--- config.mk ---
export PLATFORM = sky130hd
export DESIGN_NAME = sur_queue
export DESIGN_NICKNAME = d
export VERILOG_FILES = /design/src/sv/sur_pkg.sv /design/src/sv/sur_queue.sv
export SDC_FILE = /design/constraint.sdc
export NUM_CORES = 1
export LEC_CHECK = 0
export ABC_AREA = 1
export BUFFER_PORTS_ARGS = -buffer_cell sky130_fd_sc_hd__buf_2
export CORE_MARGIN = 2
export CORE_UTILIZATION = 55
export DETAILED_ROUTE_END_ITERATION = 10
export PLACE_DENSITY = 0.83
export SETUP_SLACK_MARGIN = 0.3
export SLEW_MARGIN = 20
export SYNTH_ARGS = -nofsm -noshare
export SYNTH_HDL_FRONTEND = slang
export SYNTH_SLANG_ARGS = --single-unit
export TNS_END_PERCENT = 30
--- constraint.sdc ---
create_clock -name clk -period 3.65 [get_ports clk]
set_input_delay 0.73 -clock clk [delete_from_list [all_inputs] [get_ports clk]]
set_output_delay 0.73 -clock clk [all_outputs]
set_load 0.02 [all_outputs]
--- src/sv/sur_pkg.sv ---
// Shared constants, types and helper functions for the sound unit register file.
package sur_pkg;

    localparam int VOICE_COUNT  = 24;
    localparam int MEMORY_WORDS = 262144;
    localparam int REVERB_WORDS = 32;

    localparam int VOICE_W = (VOICE_COUNT > 1) ? $clog2(VOICE_COUNT) : 1;
    localparam int MEM_AW  = $clog2(MEMORY_WORDS);
    localparam int REV_W   = (REVERB_WORDS > 1) ? $clog2(REVERB_WORDS) : 1;

    localparam logic [15:0] STATUS_MASK  = 16'hf800;
    localparam logic [15:0] SCRATCH_INIT = 16'h0004;
    localparam logic [13:0] PITCH_MAX    = 14'h3fff;

    typedef enum logic [3:0] {
        OP_NONE,
        OP_VOL_L,
        OP_VOL_R,
        OP_PITCH,
        OP_START,
        OP_ENV1,
        OP_ENV2,
        OP_REPEAT,
        OP_REV_L,
        OP_REV_R,
        OP_IRQ,
        OP_XFER,
        OP_PORT,
        OP_CTRL,
        OP_SCRATCH,
        OP_STATUS
    } op_t;

    typedef struct packed {
        logic                wr;
        op_t                 op;
        logic                is_rev;
        logic [VOICE_W-1:0]  voice;
        logic [REV_W-1:0]    rev_idx;
        logic [15:0]         data;
    } cmd_t;

    localparam int CMD_W = $bits(cmd_t);

    function automatic logic [16:0] vol_decode(input logic [15:0] v, input logic [2:0] flags);
        logic [15:0] w;
        logic [7:0]  h;
        logic [7:0]  lv;
        begin
            w = v;
            h = '0;
            lv = '0;
            if (v[15])
            begin
                if (v[12])
                begin
                    w = ~v;
                end
                h = ({1'b0, w[6:0]} + 8'd1) >> 1;
                if (v[13])
                begin
                    lv = h - (h >> 1);
                end
                else
                begin
                    lv = h + (h >> 1);
                end
                vol_decode = {v[13], v[14], 1'b1, lv[6:0], 7'd0};
            end
            else if (v[14])
            begin
                vol_decode = {flags[2:1], 1'b0, 14'h3fff - v[13:0]};
            end
            else
            begin
                vol_decode = {flags[2:1], 1'b0, v[13:0]};
            end
        end
    endfunction

    function automatic logic [15:0] vol_encode(input logic [13:0] lv, input logic [2:0] flags);
        begin
            if (flags[0])
            begin
                vol_encode = {1'b1, flags[1], flags[2], 6'd0, lv[6:0]};
            end
            else
            begin
                vol_encode = {2'b00, lv};
            end
        end
    endfunction

endpackage

--- src/sv/sur_queue.sv ---
// Two-entry queue that decouples the front end from the back end.
module sur_queue
    import sur_pkg::*;
(
    input  logic clk,
    input  logic rst_n,
    input  logic in_valid,
    output logic in_ready,
    input  cmd_t in_cmd,
    output logic out_valid,
    input  logic out_ready,
    output cmd_t out_cmd
);

    cmd_t       mem_reg [2];
    logic       wp_reg;
    logic       rp_reg;
    logic [1:0] cnt_reg;
    logic       push;
    logic       pop;

    assign in_ready  = (cnt_reg != 2'd2);
    assign out_valid = (cnt_reg != 2'd0);
    assign out_cmd   = mem_reg[rp_reg];
    assign push      = in_valid && in_ready;
    assign pop       = out_valid && out_ready;

    always_ff @(posedge clk or negedge rst_n)
    begin
        if (!rst_n)
        begin
            wp_reg  <= 1'b0;
            rp_reg  <= 1'b0;
            cnt_reg <= 2'd0;
        end
        else
        begin
            if (push)
            begin
                wp_reg <= !wp_reg;
            end
            if (pop)
            begin
                rp_reg <= !rp_reg;
            end
            cnt_reg <= cnt_reg + 2'(push) - 2'(pop);
        end
    end

    always_ff @(posedge clk)
    begin
        if (push)
        begin
            mem_reg[wp_reg] <= in_cmd;
        end
    end

    assert property (@(posedge clk) disable iff (!rst_n) cnt_reg <= 2'd2)
        else $error("queue count overflow");
    assert property (@(posedge clk) disable iff (!rst_n) (cnt_reg == 2'd0) |-> !pop)
        else $error("pop from empty queue");
    assert property (@(posedge clk) disable iff (!rst_n)
        (push && !pop) |=> (cnt_reg == $past(cnt_reg) + 2'd1))
        else $error("queue count did not grow");

endmodule

==> results.ini <==
[clock_tree]
cts_tree=done
insertion_delay_ns=0.32
postCtsHoldBufs=0
cts_sinks=68
clock_path_buffers=2
htreeDepth=3
cts_setup_buffers=0
cts_buffers=9
cts-root-buf=clkbuf_8
clkSlewWorstSetupHoldPaths_ns=0.07
cts_resized=0

[power]
intPower_mw=1.72
p_switching_mw=1.01
p_clk_frac=0.233
p_per_area_nw_per_um2=867
swShare=0.370
ir_drop_mv=0.622
total_power_mw=2.73
p_seq_frac=0.413
combPwrFrac=0.354
leakage_nw=1.40

[synthesis]
synth_top_area_frac=0.752
syn_nets=236
synth_ff_type=edfxtp_1
ys_seq_elements=68
synth_area_leaders=edfxtp_1 (75%), nand2_1 (15%), dfrtp_1 (3.9%), buf_4 (0.88%), inv_1 (0.88%)
synth_area_leader_cell=edfxtp_1
yosysSeqAreaShare=0.791
yosysMostFrequentCell=nand2_1
synth_commonest_cells=nand2_1 (103), edfxtp_1 (64), inv_1 (6)
synthCells=199
synth_cell_types=15
synth_area_um2=2560
syn_avg_cell_area_um2=12.8
synth_edf_count=64
yosysWarningCount=0
synth-async-reset-ratio=0.0588

[routing]
num_vias=1614
drtIter0Drc=113
totalWireLength_um=4440
drt-wirelength-per-cell_um=13.4
ant_nets=0
viasPerCell=4.89
first_pass_iters=4
drcViolationCount=0

[global_route]
grt_max_degree=34
grt_pass1_wl_um=6860
gr-total-overflow=0
antenna_found_initial=0
grt_pass1_vias=1469
groute.usage.overall=0.184

[timing]
setup-violations-final=0
period_share=0.681
max_freq_mhz=402
worst_clock_skew_ns=0.00819
fin_setup_tns_ns=0
slew_headroom=0.379
fin_crit_ns=2.49
finalHoldViolations=0
rsz0062_at_grt=false
tightestPinTransition_ns=0.929
drv_slew=0

[outcome]
outcome=completed

[place]
io_buffers=69
hpwl_um=2720
routabilityCongestion=0.821

[setup_path]
worstPathArrival_ns=1.76
startpoint=rp_reg$_DFFE_PN0P_
reg2reg_depth=3
crit_path_end_kind=output port
critPathRequiredTime_ns=2.92
worst-r2r-setup-slack_ns=1.83
critical_path_class=register to output port
start_kind=register
path_max_fanout=33
reg2reg_from=cnt_reg[1]$_DFF_PN0_
timing.rr.end=mem_reg[1][29]$_DFFE_PP_

[floorplan]
fp.dieW_um=72.2
die_h_um=72.2
io_pins=70
core_um2=4410
fp-row-count=24
die_area_um2=5210
start_util=0.579

[finish]
drive_gt1_frac=0.324
antenna_cells=0
area_growth_pct=23.3
largest_reg_flops=64
finalNetCount=310

[worst_hold_path]
min_path_type=input port to asynchronous set/reset pin

[job]
cap_violations=0

## kinds of logic after synthesis
| kind of cell | count (synthesis) | share of synthesized area |
|---|---|---|
| AO/OA/AOI/OAI | 2 | 0.00391 |
| XOR/XNOR | 1 | 0.00343 |
| adder cells (fa/ha/maj) | 1 | 0.00489 |
| buffers and inverters | 15 | 0.0284 |
| flip-flops | 68 | 0.791 |
| AND/OR/NAND/NOR | 112 | 0.168 |
## worst max-delay path by stage
stage | depth (start not counted) | slack, ns | endpoint
3_3_place_gp | 5 | 1.50 | out_cmd[10]
6_report | 5 | 1.16 | out_cmd[4]
3_5_place_dp | 5 | 1.49 | out_cmd[7]
4_1_cts | 5 | 1.12 | out_cmd[4]
2_1_floorplan | 2 | 1.06 | mem_reg[0][0]$_DFFE_PP_
5_1_grt | 5 | 1.02 | out_cmd[17]
## critical path, stage by stage, from the launching register on
cell,delay (ns)
dfrtp_1,0.36
buf_4,0.24
inv_2,0.46
nand2_1,0.11
nand2_1,0.10
buf_2,0.16
## cell usage in the layout (no fill, tap or decap)
master and n:
o21ai_1 1, xor2_1 1, a21oi_1 1, clkbuf_8 9, nor2_4 2, nand2_1 103, inv_1 6, clkbuf_1 1
buf_2 69, inv_2 2, dfrtp_1 4, buf_4 1, edfxtp_1 64, nand2_2 2, ha_1 1, nand3_1 2
clkinv_2 3, clkinv_1 1, bufinv_16 2, nor2_1 3
## final cells by class
class / instances / area, µm²
flip-flops and latches: 68 / 2020
fillers: 301 / 1260
multi-input cells: 116 / 474
repair buffers: 70 / 353
clock buffers: 10 / 128
clock inverters: 6 / 78.8
well taps: 52 / 65.1
inverters: 8 / 30.0
## routing by layer
metal	track usage	vias to the layer above	part of all wire
li1	-	808	-
met1	0.208	749	0.41
met2	0.319	51	0.52
met3	0.0625	6	0.053
met4	0.0755	0	0.012
met5	0	-	0
## power by group through the flow
| stage | clock network (mW) | logic [mW] | registers (mW) |
|---|---|---|---|
| after global routing | 0.677 | 1.07 | 1.14 |
| final | 0.636 | 0.968 | 1.13 |
| after floorplan | 0 | 0.684 | 1.13 |
| after global placement | 0 | 0.957 | 1.13 |
| after detailed placement | 0 | 0.977 | 1.14 |
| after CTS | 0.642 | 0.984 | 1.13 |
## metrics by stage
stage,area [µm²],setup WS [ns],std cells,util,hold WS (ns)
final,3150,1.16,330,0.714,0.195
after CTS,3150,1.12,330,0.714,0.188
after global placement,2940,1.50,314,0.667,0.542
after detailed placement,2940,1.49,314,0.667,0.543
after floorplan,2560,1.06,199,-,0.434
after global routing,3150,1.02,330,0.714,0.179
(Power assumes the default switching activity.)
