File: config.mk
export PLATFORM = sky130hd
export DESIGN_NAME = sur_front
export DESIGN_NICKNAME = d
export VERILOG_FILES = /design/src/sv/sur_pkg.sv /design/src/sv/sur_front.sv
export SDC_FILE = /design/constraint.sdc
export NUM_CORES = 1
export LEC_CHECK = 0
export BUFFER_PORTS_ARGS = -buffer_cell sky130_fd_sc_hd__buf_4
export CAP_MARGIN = 15
export CORE_AREA = 4 4 63 51
export CTS_CLUSTER_SIZE = 24
export DETAILED_ROUTE_END_ITERATION = 6
export DIE_AREA = 0 0 67 55
export PLACE_DENSITY = 0.79
export SLEW_MARGIN = 10
export SYNTH_ARGS = -nofsm -noshare
export SYNTH_HDL_FRONTEND = slang
export SYNTH_SLANG_ARGS = --single-unit
File: constraint.sdc
create_clock -name clk -period 4.16 [get_ports clk]
set_input_delay 0.832 -clock clk [delete_from_list [all_inputs] [get_ports clk]]
set_output_delay 0.832 -clock clk [all_outputs]
set_load 0.005 [all_outputs]
File: src/sv/sur_pkg.sv
// Shared constants, types and helper functions for the sound unit register file.
package sur_pkg;

    localparam int VOICE_COUNT  = 24;
    localparam int MEMORY_WORDS = 262144;
    localparam int REVERB_WORDS = 32;

    localparam int VOICE_W = (VOICE_COUNT > 1) ? $clog2(VOICE_COUNT) : 1;
    localparam int MEM_AW  = $clog2(MEMORY_WORDS);
    localparam int REV_W   = (REVERB_WORDS > 1) ? $clog2(REVERB_WORDS) : 1;

    localparam logic [15:0] STATUS_MASK  = 16'hf800;
    localparam logic [15:0] SCRATCH_INIT = 16'h0004;
    localparam logic [13:0] PITCH_MAX    = 14'h3fff;

    typedef enum logic [3:0] {
        OP_NONE,
        OP_VOL_L,
        OP_VOL_R,
        OP_PITCH,
        OP_START,
        OP_ENV1,
        OP_ENV2,
        OP_REPEAT,
        OP_REV_L,
        OP_REV_R,
        OP_IRQ,
        OP_XFER,
        OP_PORT,
        OP_CTRL,
        OP_SCRATCH,
        OP_STATUS
    } op_t;

    typedef struct packed {
        logic                wr;
        op_t                 op;
        logic                is_rev;
        logic [VOICE_W-1:0]  voice;
        logic [REV_W-1:0]    rev_idx;
        logic [15:0]         data;
    } cmd_t;

    localparam int CMD_W = $bits(cmd_t);

    function automatic logic [16:0] vol_decode(input logic [15:0] v, input logic [2:0] flags);
        logic [15:0] w;
        logic [7:0]  h;
        logic [7:0]  lv;
        begin
            w = v;
            h = '0;
            lv = '0;
            if (v[15])
            begin
                if (v[12])
                begin
                    w = ~v;
                end
                h = ({1'b0, w[6:0]} + 8'd1) >> 1;
                if (v[13])
                begin
                    lv = h - (h >> 1);
                end
                else
                begin
                    lv = h + (h >> 1);
                end
                vol_decode = {v[13], v[14], 1'b1, lv[6:0], 7'd0};
            end
            else if (v[14])
            begin
                vol_decode = {flags[2:1], 1'b0, 14'h3fff - v[13:0]};
            end
            else
            begin
                vol_decode = {flags[2:1], 1'b0, v[13:0]};
            end
        end
    endfunction

    function automatic logic [15:0] vol_encode(input logic [13:0] lv, input logic [2:0] flags);
        begin
            if (flags[0])
            begin
                vol_encode = {1'b1, flags[1], flags[2], 6'd0, lv[6:0]};
            end
            else
            begin
                vol_encode = {2'b00, lv};
            end
        end
    endfunction

endpackage

File: src/sv/sur_front.sv
// Front end: accepts request words and classifies them into commands.
module sur_front
    import sur_pkg::*;
(
    input  logic        clk,
    input  logic        rst_n,
    input  logic        s_tvalid,
    output logic        s_tready,
    input  logic [25:0] s_tdata,
    output logic        cmd_valid,
    input  logic        cmd_ready,
    output cmd_t        cmd
);

    logic       wr;
    logic [8:0] off;
    cmd_t       c;

    assign wr  = s_tdata[0];
    assign off = s_tdata[9:1];

    always_comb
    begin
        c         = '0;
        c.wr      = wr;
        c.data    = s_tdata[25:10];
        c.op      = OP_NONE;
        c.voice   = VOICE_W'(off[7:3]);
        c.rev_idx = REV_W'(off[4:0]);
        if (off < 9'd192)
        begin
            if (32'(off[7:3]) < VOICE_COUNT)
            begin
                unique case (off[2:0])
                    3'd0: c.op = OP_VOL_L;
                    3'd1: c.op = OP_VOL_R;
                    3'd2: c.op = OP_PITCH;
                    3'd3: c.op = OP_START;
                    3'd4: c.op = OP_ENV1;
                    3'd5: c.op = OP_ENV2;
                    3'd7: c.op = OP_REPEAT;
                    default: c.op = OP_NONE;
                endcase
            end
        end
        else if (off < 9'd220)
        begin
            unique case (off - 9'd192)
                9'd2:  c.op = OP_REV_L;
                9'd3:  c.op = OP_REV_R;
                9'd18: c.op = OP_IRQ;
                9'd19: c.op = OP_XFER;
                9'd20: c.op = OP_PORT;
                9'd21: c.op = OP_CTRL;
                9'd22: c.op = OP_SCRATCH;
                9'd23: c.op = OP_STATUS;
                default: c.op = OP_NONE;
            endcase
        end
        else if (off >= 9'd224 && off < 9'd256)
        begin
            c.is_rev = (32'(off[4:0]) < REVERB_WORDS);
        end
    end

    always_ff @(posedge clk or negedge rst_n)
    begin
        if (!rst_n)
        begin
            cmd_valid <= 1'b0;
        end
        else if (s_tready)
        begin
            cmd_valid <= s_tvalid;
        end
    end

    always_ff @(posedge clk)
    begin
        if (s_tready && s_tvalid)
        begin
            cmd <= c;
        end
    end

    assign s_tready = !cmd_valid || cmd_ready;

endmodule

==> impl_metrics.toml <==
[outcome]
status = "finished clean"

[cells_and_area]
syn_to_final_growth_pct = 47.69
ff_latch_area_um2 = 925.9
antenna_cells = 0
num-fill-cells = 187
final_nets = 156
drive_above_1_share = 0.5556
multiInputGateArea_um2 = 181.4

[yosys]
yosysTopAreaCellShare = 0.7930
synth_cell_types = 22
yosys_warnings = 0
synth_area_leaders = "edfxtp_1 79%, dfrtp_1 2.2%, nor4b_4 2.1%"
ys_seq_elements = 31
synth_compound_area_frac = 0.06278
synth-simple-area-share = 0.07709
synth-edff-count = 30
syn-num-nets = 89
synth.yosys.seq_area_share = 0.8150
synth.most_common_cell = "edfxtp_1"
ys_async_sr_fraction = 0.03226
synth_top_family_by_area = "simple AND/OR/NAND/NOR gates"
netlist_area_um2 = 1136
synth_mux_area_frac = 0
avgSynthCellArea_um2 = 19.59
synth_fa_ha_area_frac = 0.01101
postSynthCellCount = 58
synth_ff_type = "edfxtp_1"
synth_xor_area_frac = 0.007709
synth_area_leader_cell = "edfxtp_1"

[setup_path]
crit_fanout = 3
worstPathArrival_ps = 1240
ff2ff_path_depth = 2
path_class = "primary input to output pin"
worst-r2r-setup-slack_ps = 2710
end_kind = "output pin"
crit_required_ps = 3330
reg2reg_to = "cmd[31]"
cp-start-kind = "primary input"
startpoint = "cmd_ready"
crit_path_end = "s_tready"
r2r-start = "cmd_valid"

[detailed_routing]
drt_pass1_iterations = 4
ant_nets = 0
routed_wl_um = 2343
top_layer_used = "met4"
met1_length_um = 843
wl_met2_um = 1150
vias_per_cell = 4.735
num_vias = 767
drt_iter0_drc = 39
drc = 0
wl_per_cell_um = 14.46
route.met3.wl_um = 312

[sta]
min_period_over_period = 0.4978
worst_pin_slew_ps = 661.0
hold_viol = 0
skew_ps = 6.964
setup_viol_count_final = 0
maxSlewHeadroom = 0.5593
max_freq_ghz = 0.4829
final.setup.tns_ps = 0
grt_setup_unrepaired = "false"
fin_crit_ps = 2071
drv_slew = 0
fin_ws_ps = 2089

[power_and_ir_drop]
p_comb_frac = 0.125
leakage_uw = 0.0006918
p_int_uw = 469.2
p_seq_frac = 0.616
clkPwrFrac = 0.259
power_density_nw_per_um2 = 355.4
peakVddDrop_v = 0.0001924
p_sw_uw = 127.2
sw_frac_of_total = 0.2132

[die]
dieArea_um2 = 3685
rows = 16
fp.dieW_um = 67
start_util = 0.4469
die_h_um = 55
ioPinCount = 64
core_um2 = 2542

[grt]
grt_usage = 0.1235
grt-ovfl-total = 0
grt_start_max_net_pins = 31
antenna_found_initial = 0
grt_pass1_wl_um = 3146
grt_pass1_vias = 680

[place]
gp_congestion = 0.7238
portBuffers = 63
dp_hpwl_um = 1837
pre_cts_ws_ps = 1742

[clocking]
cts_tree = "yes"
clock_latency_ps = 320
cts-buffers-inserted = 5
cts_resized = 0
clk_pin_slew_ps = 80
cts_hold_buf = 0
cts_max_level = 2
post-cts-setup-buffers = 0
clock_path_buffers = 2
clock-sinks = 31
cts_root_buf = "clkbuf_4"

[min_path]
hp-class = "primary input to asynchronous set/reset pin"

[run]
maxCapViolCount = 0
## final cells by class
class	count	area share
repair buffers	63	0.2819
clock inverters	2	0.004474
well taps	36	0.02685
flip-flops and latches	31	0.5518
multi-input cells	23	0.1081
clock buffers	6	0.02461
inverters	1	0.002237
## cell usage in the layout, fill, tap and decap left out, drive strengths merged, types with 2 or more instances in the layout
| cell | instances |
|---|---|
| a211o | 2 |
| clkbuf | 6 |
| edfxtp | 30 |
| buf | 63 |
| and2 | 2 |
| clkinv | 2 |
| nand4 | 2 |
| a32o | 2 |
| nand2 | 2 |
| nand2b | 2 |
## cell families after synthesis
| kind of cell | Yosys count |
|---|---|
| DFF | 31 |
| and+or+nand+nor | 12 |
| AOI/OAI and AO/OA | 9 |
| buffers and inverters | 4 |
| xor gates and xnor gates | 1 |
| adders and majority gates | 1 |
## worst min path at each step
stage,cells after the start,endpoint
6_report,1,cmd_valid
5_1_grt,1,cmd_valid
4_1_cts,1,cmd_valid
3_5_place_dp,2,cmd_valid
3_3_place_gp,2,cmd_valid
2_1_floorplan,0,cmd_valid
## metrics by stage
stage          cells  power [uW]  utilization  hold WS (ps)  instance area, um^2
2_1_floorplan     58       395.5            -         536.4                 1136
3_3_place_gp     154       447.6       0.6403         506.9                 1628
3_5_place_dp     154       450.7       0.6403         520.6                 1628
4_1_cts          162       601.5       0.6594         256.0                 1677
5_1_grt          162       624.3       0.6599         247.3                 1678
6_report         162       596.4       0.6599         277.5                 1678
## critical path: stages
cell	delay (ps)
buf_4	100
nand2b_1	160
buf_4	150
## flip-flops by register name, summed over array words and instances, names as in the netlist
name       cells
cmd           30
cmd_valid      1
## power groups by stage
| stage | logic (uW) | registers, uW | clock network (uW) |
|---|---|---|---|
| 2_1_floorplan | 18.5 | 377 | 0 |
| 3_3_place_gp | 72.7 | 375 | 0 |
| 3_5_place_dp | 75.2 | 375 | 0 |
| 4_1_cts | 75.4 | 368 | 158 |
| 5_1_grt | 80.8 | 369 | 175 |
| 6_report | 74.4 | 368 | 154 |
## per-layer routing
metal	up-vias	GRT usage
met4	0	0.06061
met3	4	0.05455
met1	349	0.1227
li1	364	-
met2	50	0.2235
met5	-	0
Note: power is estimated with default switching activity, not from simulation.
